<file path="config.mk">
export PLATFORM = sky130hd
export DESIGN_NAME = fix_tag_value_field_extractor_unit
export DESIGN_NICKNAME = d
export VERILOG_FILES = /design/src/hdl/fixtv_pkg.sv /design/src/hdl/fix_tag_value_field_extractor_unit.sv
export SDC_FILE = /design/constraint.sdc
export NUM_CORES = 1
export LEC_CHECK = 0
export BUFFER_PORTS_ARGS = -buffer_cell sky130_fd_sc_hd__buf_2
export CAP_MARGIN = 20
export CORE_MARGIN = 3
export CORE_UTILIZATION = 41
export DETAILED_ROUTE_END_ITERATION = 8
export GPL_TIMING_DRIVEN = 0
export PLACE_DENSITY = 0.65
export SYNTH_ARGS = -nofsm -noshare
export SYNTH_HDL_FRONTEND = slang
export SYNTH_SLANG_ARGS = --single-unit
</file>
<file path="constraint.sdc">
create_clock -name clock -period 4.2 [get_ports clock]
set_input_delay 0.21 -clock clock [delete_from_list [all_inputs] [get_ports clock]]
set_output_delay 0.21 -clock clock [all_outputs]
set_load 0.005 [all_outputs]
</file>
<file path="src/hdl/fixtv_pkg.sv">
package fixtv_pkg;

   localparam int STRING_CAPACITY = 32;
   localparam int TAG_KEY_BYTES = 4;
   localparam int SLOT_COUNT = 8;
   localparam int KEY_WIDTH = 32;

   localparam int SLOT_WIDTH = $clog2(SLOT_COUNT);
   localparam int LEN_WIDTH = $clog2(STRING_CAPACITY);
   localparam int TAG_CNT_WIDTH = $clog2(TAG_KEY_BYTES + 1);
   localparam int INDEX_WIDTH = 5;
   localparam int CSR_INDEX_WIDTH = 4;

   // Result queue: room for two words of one byte plus words still waiting on rsp_.
   localparam int QDEPTH = 4;
   localparam int QPTR = $clog2(QDEPTH);

   localparam logic [7:0] SOH_BYTE = 8'h01;
   localparam logic [7:0] EQ_BYTE = 8'h3D;
   localparam logic [7:0] DIGIT_ZERO = 8'h30;

   localparam logic [LEN_WIDTH-1:0] STRING_LIMIT = LEN_WIDTH'(STRING_CAPACITY - 1);
   localparam logic [TAG_CNT_WIDTH-1:0] TAG_LIMIT = TAG_CNT_WIDTH'(TAG_KEY_BYTES);

   localparam logic [KEY_WIDTH-1:0] KEY_RESET [SLOT_COUNT] = '{
      32'd13619, 32'd12593, 32'd14131, 32'd13621,
      32'd14387, 32'd14643, 32'd3159345, 32'd12342
   };

   typedef enum logic [1:0] {
      KIND_BYTE  = 2'd0,
      KIND_FIELD = 2'd1,
      KIND_END   = 2'd2
   } kind_type;

   typedef enum logic [1:0] {
      CLS_CHAR,
      CLS_STRING,
      CLS_DECIMAL
   } slot_class_type;

   typedef struct packed {
      kind_type                kind;
      logic [SLOT_WIDTH-1:0]   slot;
      logic [INDEX_WIDTH-1:0]  index;
      logic [31:0]             data;
      logic                    status;
      logic                    eom;
   } result_type;

   function automatic slot_class_type slot_class(input logic [SLOT_WIDTH-1:0] slot);
      slot_class_type cls;
      unique case (slot)
         3'd0, 3'd5, 3'd6: cls = CLS_CHAR;
         3'd4:             cls = CLS_DECIMAL;
         default:          cls = CLS_STRING;
      endcase
      return cls;
   endfunction

endpackage

</file>
<file path="src/hdl/fix_tag_value_field_extractor_unit.sv">
// Results of an accepted byte are written into the registered result queue that drives rsp_.
// Throughput: one byte per cycle while req_tready is high; a byte that causes two results takes two
// entries of the result queue, so req_tready drops only when fewer than two queue entries are free.
// Reset: synchronous, active high; clears parse state and the result queue and
// restores the eight tag keys to their default values.
module fix_tag_value_field_extractor_unit (
   input  logic                                 clock,
   input  logic                                 reset,
   input  logic                                 req_tvalid,
   output logic                                 req_tready,
   input  logic [7:0]                           req_tdata,   // byte_value
   input  logic                                 req_tlast,   // last_byte
   output logic                                 rsp_tvalid,
   input  logic                                 rsp_tready,
   // field_slot[2:0], byte_index[7:3], data_value[39:8], parse_status[40], zero fill
   output logic [47:0]                          rsp_tdata,
   output logic [1:0]                           rsp_tuser,   // result_kind
   output logic                                 rsp_tlast,   // end_of_message
   input  logic                                 csr_write_enable,
   input  logic [fixtv_pkg::CSR_INDEX_WIDTH-1:0] csr_index,
   input  logic [31:0]                          csr_write_data
);
   import fixtv_pkg::*;

   logic [KEY_WIDTH-1:0]     key_ff [SLOT_COUNT];
   logic                     value_phase_ff, value_phase_in;
   logic [KEY_WIDTH-1:0]     tag_key_ff, tag_key_in;
   logic [TAG_CNT_WIDTH-1:0] tag_cnt_ff, tag_cnt_in;
   logic                     skip_ff, skip_in;
   logic [SLOT_WIDTH-1:0]    slot_ff, slot_in;
   logic [LEN_WIDTH-1:0]     len_ff, len_in;
   logic [31:0]              acc_ff, acc_in;

   result_type               queue_ff [QDEPTH];
   logic [QPTR-1:0]          wr_ptr_ff, rd_ptr_ff;
   logic [QPTR:0]            count_ff, count_in;

   result_type               res0, res1;
   logic [1:0]               nres;
   logic                     accept, pop, err;
   logic                     match_found;
   logic [SLOT_WIDTH-1:0]    match_slot;
   logic [63:0]              shifted;
   logic [7:0]               digit;

   assign accept = req_tvalid && req_tready;
   assign pop = rsp_tvalid && rsp_tready;
   assign req_tready = (count_ff <= (QPTR+1)'(QDEPTH - 2));

   // Lowest-numbered equal slot wins.
   always_comb begin
      match_found = 1'b0;
      match_slot = '0;
      for (int i = SLOT_COUNT - 1; i >= 0; i--) begin
         if (key_ff[i] == tag_key_ff) begin
            match_found = 1'b1;
            match_slot = SLOT_WIDTH'(i);
         end
      end
   end

   always_comb begin
      value_phase_in = value_phase_ff;
      tag_key_in = tag_key_ff;
      tag_cnt_in = tag_cnt_ff;
      skip_in = skip_ff;
      slot_in = slot_ff;
      len_in = len_ff;
      acc_in = acc_ff;
      res0 = '0;
      res1 = '0;
      nres = 2'd0;
      err = 1'b0;
      shifted = {56'd0, req_tdata} << {tag_cnt_ff, 3'b000};
      digit = req_tdata - DIGIT_ZERO;

      if (!value_phase_ff) begin
         if (req_tdata == EQ_BYTE) begin
            skip_in = !match_found;
            slot_in = match_slot;
            value_phase_in = 1'b1;
            len_in = '0;
            acc_in = '0;
         end else if (tag_cnt_ff < TAG_LIMIT) begin
            tag_key_in = tag_key_ff | shifted[KEY_WIDTH-1:0];
            tag_cnt_in = tag_cnt_ff + 1'b1;
         end
         err = req_tlast;
      end else begin
         if (skip_ff) begin
            if (req_tdata == SOH_BYTE) begin
               value_phase_in = 1'b0;
            end
         end else begin
            unique case (slot_class(slot_ff))
               CLS_CHAR: begin
                  if (len_ff == '0) begin
                     res0.kind = KIND_BYTE;
                     res0.slot = slot_ff;
                     res0.data = {24'd0, req_tdata};
                     nres = 2'd1;
                     len_in = LEN_WIDTH'(1);
                  end else if (req_tdata == SOH_BYTE) begin
                     res0.kind = KIND_FIELD;
                     res0.slot = slot_ff;
                     res0.data = 32'd1;
                     nres = 2'd1;
                     value_phase_in = 1'b0;
                  end
               end
               CLS_DECIMAL: begin
                  if (req_tdata == SOH_BYTE) begin
                     res0.kind = KIND_FIELD;
                     res0.slot = slot_ff;
                     res0.data = acc_ff;
                     nres = 2'd1;
                     value_phase_in = 1'b0;
                  end else begin
                     acc_in = (acc_ff << 3) + (acc_ff << 1) + {24'd0, digit};
                  end
               end
               default: begin
                  if (req_tdata == SOH_BYTE) begin
                     res0.kind = KIND_FIELD;
                     res0.slot = slot_ff;
                     res0.data = 32'(len_ff);
                     nres = 2'd1;
                     value_phase_in = 1'b0;
                  end else if (len_ff < STRING_LIMIT) begin
                     res0.kind = KIND_BYTE;
                     res0.slot = slot_ff;
                     res0.index = len_ff[INDEX_WIDTH-1:0];
                     res0.data = {24'd0, req_tdata};
                     nres = 2'd1;
                     len_in = len_ff + 1'b1;
                  end
               end
            endcase
            err = req_tlast && value_phase_in;
         end
      end

      // Leaving the value phase starts a fresh tag.
      if (value_phase_ff && !value_phase_in) begin
         tag_key_in = '0;
         tag_cnt_in = '0;
         skip_in = 1'b1;
         slot_in = '0;
         len_in = '0;
         acc_in = '0;
      end

      if (req_tlast) begin
         if (nres == 2'd0) begin
            res0.kind = KIND_END;
            res0.status = err;
            res0.eom = 1'b1;
         end else begin
            res1.kind = KIND_END;
            res1.status = err;
            res1.eom = 1'b1;
         end
         nres = nres + 2'd1;
         value_phase_in = 1'b0;
         tag_key_in = '0;
         tag_cnt_in = '0;
         skip_in = 1'b1;
         slot_in = '0;
         len_in = '0;
         acc_in = '0;
      end
   end

   always_comb begin
      count_in = count_ff;
      if (accept) begin
         count_in = count_in + (QPTR+1)'(nres);
      end
      if (pop) begin
         count_in = count_in - 1'b1;
      end
   end

   always_ff @(posedge clock) begin
      if (reset) begin
         for (int i = 0; i < SLOT_COUNT; i++) begin
            key_ff[i] <= KEY_RESET[i];
         end
      end else if (csr_write_enable && (csr_index < CSR_INDEX_WIDTH'(SLOT_COUNT))) begin
         key_ff[csr_index[SLOT_WIDTH-1:0]] <= csr_write_data;
      end
   end

   always_ff @(posedge clock) begin
      if (reset) begin
         value_phase_ff <= 1'b0;
         tag_key_ff <= '0;
         tag_cnt_ff <= '0;
         skip_ff <= 1'b1;
         slot_ff <= '0;
         len_ff <= '0;
         acc_ff <= '0;
      end else if (accept) begin
         value_phase_ff <= value_phase_in;
         tag_key_ff <= tag_key_in;
         tag_cnt_ff <= tag_cnt_in;
         skip_ff <= skip_in;
         slot_ff <= slot_in;
         len_ff <= len_in;
         acc_ff <= acc_in;
      end
   end

   always_ff @(posedge clock) begin
      if (reset) begin
         wr_ptr_ff <= '0;
         rd_ptr_ff <= '0;
         count_ff <= '0;
      end else begin
         count_ff <= count_in;
         if (accept) begin
            wr_ptr_ff <= wr_ptr_ff + QPTR'(nres);
         end
         if (pop) begin
            rd_ptr_ff <= rd_ptr_ff + 1'b1;
         end
      end
   end

   always_ff @(posedge clock) begin
      if (accept && (nres != 2'd0)) begin
         queue_ff[wr_ptr_ff] <= res0;
      end
      if (accept && (nres == 2'd2)) begin
         queue_ff[wr_ptr_ff + 1'b1] <= res1;
      end
   end

   assign rsp_tvalid = (count_ff != '0);
   assign rsp_tuser = queue_ff[rd_ptr_ff].kind;
   assign rsp_tlast = queue_ff[rd_ptr_ff].eom;
   assign rsp_tdata = {7'd0, queue_ff[rd_ptr_ff].status, queue_ff[rd_ptr_ff].data,
                       queue_ff[rd_ptr_ff].index, queue_ff[rd_ptr_ff].slot};

   a_count_bound: assert property (@(posedge clock) disable iff (reset)
      count_ff <= (QPTR+1)'(QDEPTH))
      else $error("result queue count exceeds depth");

   a_accept_room: assert property (@(posedge clock) disable iff (reset)
      accept |-> (count_ff + (QPTR+1)'(nres) <= (QPTR+1)'(QDEPTH)))
      else $error("byte accepted without room for its results");

   a_last_has_end: assert property (@(posedge clock) disable iff (reset)
      (accept && req_tlast) |=> (count_ff != '0))
      else $error("last byte left no end status queued");

   a_end_clears: assert property (@(posedge clock) disable iff (reset)
      (accept && req_tlast) |=> (!value_phase_ff && tag_cnt_ff == '0 && skip_ff))
      else $error("parse state not cleared after message end");

   a_eom_kind: assert property (@(posedge clock) disable iff (reset)
      (rsp_tvalid && rsp_tlast) |-> (rsp_tuser == KIND_END))
      else $error("end of message on a result that is not an end status");

endmodule

</file>
==> results.sh <==
export IMPL_status="finished, final reports clean"
export IMPL_ir_drop_uv=336
export IMPL_slew_viol_final=0
export IMPL_cts_buffers=54
export IMPL_muxShareOfSynthArea_pct=4.08
export IMPL_wl_per_cell_um=21.9
export IMPL_drt_pass1_iter_count=6
export IMPL_critPathKind="flip-flop to flip-flop"
export IMPL_grt_use_total_pct=21.4
export IMPL_synthArstFlopShare_pct=0
export IMPL_path_cells="inv_1 > ha_1 > or4b_4 > a211oi_4 > a21oi_2 > a21oi_4 > inv_1 > ha_1 > ha_1 > inv_1 > fa_1 > nor2_1 > a21oi_1 > ha_1 > mux2_2 > nor2_1"
export IMPL_place_congestion=0.924
export IMPL_wl_met2_um=32700
export IMPL_clock_skew_ns=0.0413
export IMPL_path_common_cell="ha_1"
export IMPL_synth_simple_area_share_pct=15.3
export IMPL_dieArea_sq_um=62700
export IMPL_arrival_ns=4.38
export IMPL_synth_edf_count=264
export IMPL_hp_class="primary input to flip-flop"
export IMPL_ys_seq_area_share_pct=52.8
export IMPL_vias=17600
export IMPL_rsz0062_at_grt="no"
export IMPL_crit_path_top_delay_cell="fa_1"
export IMPL_nNetsFinal=2451
export IMPL_timing_final_ws_setup_ns=0.357
export IMPL_grt_pass1_wl_um=104000
export IMPL_leakagePower_nw=10.4
export IMPL_synth_adder_area_share_pct=3.94
export IMPL_cp_start_kind="flip-flop"
export IMPL_area_delta_synth_final_pct=13.6
export IMPL_worst_path_largest_cell_delay_ns=0.50
export IMPL_cts_buffer_depth=3
export IMPL_cts_sinks=514
export IMPL_finalPower_mw=11.5
export IMPL_ant_nets=0
export IMPL_fmax_mhz=260
export IMPL_drv_cap=0
export IMPL_port_buffers=94
export IMPL_synth_cell_types=69
export IMPL_synth_compound_area_share_pct=10.8
export IMPL_p_per_area_nw_per_um2=414
export IMPL_clk_pin_slew_ns=0.06
export IMPL_die_h_um=250
export IMPL_worst_pin_slew_ns=1.20
export IMPL_io_pins=103
export IMPL_grt_ovfl_total=0
export IMPL_mappedNetlistArea_sq_um=24500
export IMPL_path_max_fanout=10
export IMPL_wl_um=68900
export IMPL_dp_cells=3022
export IMPL_initial_core_util_pct=42.0
export IMPL_syn_inst=2157
export IMPL_worst_skew_pair_late_latency_ns=0.64
export IMPL_setup_tns_ns=0
export IMPL_ys_flop_type="edfxtp_1"
export IMPL_endpoint_kind="flip-flop"
export IMPL_slew_headroom_pct=19.7
export IMPL_drt_iter0_drc=1402
export IMPL_worstPathRequired_ns=4.74
export IMPL_grt_max_degree=33
export IMPL_ys_ff_latch=514
export IMPL_hold_viol=0
export IMPL_place_hpwl_um=49700
export IMPL_avgSynthCellArea_sq_um=11.4
export IMPL_finalSetupViolCount=0
export IMPL_post_route_util_pct=47.7
export IMPL_synth_xor_area_share_pct=10.4
export IMPL_antenna_found_initial=2
export IMPL_core_sq_um=58400
export IMPL_drive_gt1_share_pct=11.4
export IMPL_synth_warnings=0
export IMPL_synth_top_family_by_area="simple AND/OR/NAND/NOR gates"
export IMPL_timing_final_crit_share_pct=91.5
export IMPL_top_layer="met4"
export IMPL_stdcell_count=3141
export IMPL_fp_dieW_um=250
export IMPL_m1WireLength_um=28600
export IMPL_place_ws_ns=-0.119
export IMPL_wl_met3_um=4430
export IMPL_htreeDepth=2
export IMPL_cts_tree="done"
export IMPL_drcViolationCount=0
export IMPL_root_buffer="clkbuf_16"
export IMPL_fin_crit_ns=3.84
export IMPL_grt_pass1_vias=17600
export IMPL_fp_row_count=88
export IMPL_via_per_inst=5.61
-- synth_stat cells, types with 55 or more instances --
| cell type | count | area [sq um] |
|---|---|---|
| a21oi_1 | 63 | 315 |
| a22o_1 | 131 | 1150 |
| and2_1 | 202 | 1260 |
| clkbuf_1 | 105 | 394 |
| dfxtp_1 | 250 | 5000 |
| edfxtp_1 | 264 | 7930 |
| ha_1 | 66 | 826 |
| nand2_1 | 152 | 571 |
| nor2_1 | 83 | 312 |
| o21ai_0 | 97 | 485 |
| or3_1 | 55 | 344 |
| xnor2_1 | 153 | 1340 |
| xor2_1 | 137 | 1200 |
-- critical path: cells and delay by family, from the launching register on --
family / cells / cell delay (ns)
adders and majority gates: 5 / 1.41
AOI/OAI and AO/OA: 4 / 0.80
and+or+nand+nor: 3 / 0.62
DFF: 1 / 0.37
buffers and inverters: 3 / 0.31
muxes: 1 / 0.26
-- kinds of logic (layout without fill, tap and decap cells) --
family | after synthesis | after routing
buffers and inverters | 156 | 366
multiplexers | 46 | 46
flip-flops | 514 | 514
AND/OR/NAND/NOR | 694 | 694
other | 1 | 10
XOR/XNOR | 290 | 290
AO/OA/AOI/OAI | 383 | 383
adder cells (fa/ha/maj) | 73 | 73
-- state kept, by name, summed over array words and instances (netlist names), named ones only --
| signal | cells |
|---|---|
| acc_ff | 32 |
| count_ff | 3 |
| key_ff | 256 |
| len_ff | 5 |
| queue_ff | 172 |
| rd_ptr_ff | 2 |
| skip_ff | 1 |
| slot_ff | 3 |
| tag_cnt_ff | 3 |
| tag_key_ff | 32 |
| value_phase_ff | 1 |
| wr_ptr_ff | 2 |
-- final cells by class --
class | instances | area [sq um]
flip-flops and latches | 514 | 12900
clock inverters | 27 | 200
inverters | 24 | 90.1
well taps | 765 | 957
multi-input cells | 1493 | 11000
repair buffers | 109 | 633
plain buffers | 132 | 563
diodes | 3 | 7.51
clock buffers | 74 | 1480
fillers | 5351 | 30500
-- metrics by stage --
stage	hold WS (ns)	area [sq um]
floorplan	0.362	24500
global placement	0.429	25900
detailed placement	0.442	25900
CTS	0.00260	27800
global route	0.0158	27800
finish	0.0273	27800
-- layout by cell type (no fill, tap or decap), drive strengths merged, types with 27 or more instances in the layout --
cell type	n
a21oi	68
a22o	131
ha	66
or3	55
buf	124
clkbuf	179
nand2	153
edfxtp	264
xnor2	153
xor2	137
mux4	43
and2	202
dfxtp	250
nand4	44
nor4	43
inv	27
nor2	85
o21ai	112
-- final timing paths --
kind                   start               to  slack (ns)  cells past startpoint
max reg2reg        len_ff[0]      count_ff[1]        0.36                     16
max                len_ff[0]      count_ff[1]        0.36                     16
min reg2reg  queue_ff[0][40]  queue_ff[0][40]        0.46                      2
min             req_tdata[5]   tag_key_ff[21]        0.03                      3
-- metal layers --
metal  global-route usage (%)  vias to the layer above
met5                        0                        -
met4                     9.71                        0
met3                     3.17                      159
met2                     35.5                      682
met1                     27.8                     8653
li1                         -                     8121
-- power by group --
| part | switching (mW) | leakage (nW) | total, mW | internal [mW] |
|---|---|---|---|---|
| clock | 2.06 | 0.811 | 4.54 | 2.48 |
| combinational | 0.939 | 5.03 | 1.41 | 0.474 |
| sequential | 0.0942 | 4.56 | 5.57 | 5.48 |
| total | 3.09 | 10.4 | 11.5 | 8.43 |
-- repair_timing --
action | 4_1_cts | 5_1_grt
hold endpoints to repair | 37 | 0
hold buffers | 12 | 0
gates resized for setup | 8 | 5
pin swaps | 0 | 1
setup buffers | 0 | 2
setup endpoints to repair | 78 | 123
(Power assumes the default switching activity.)
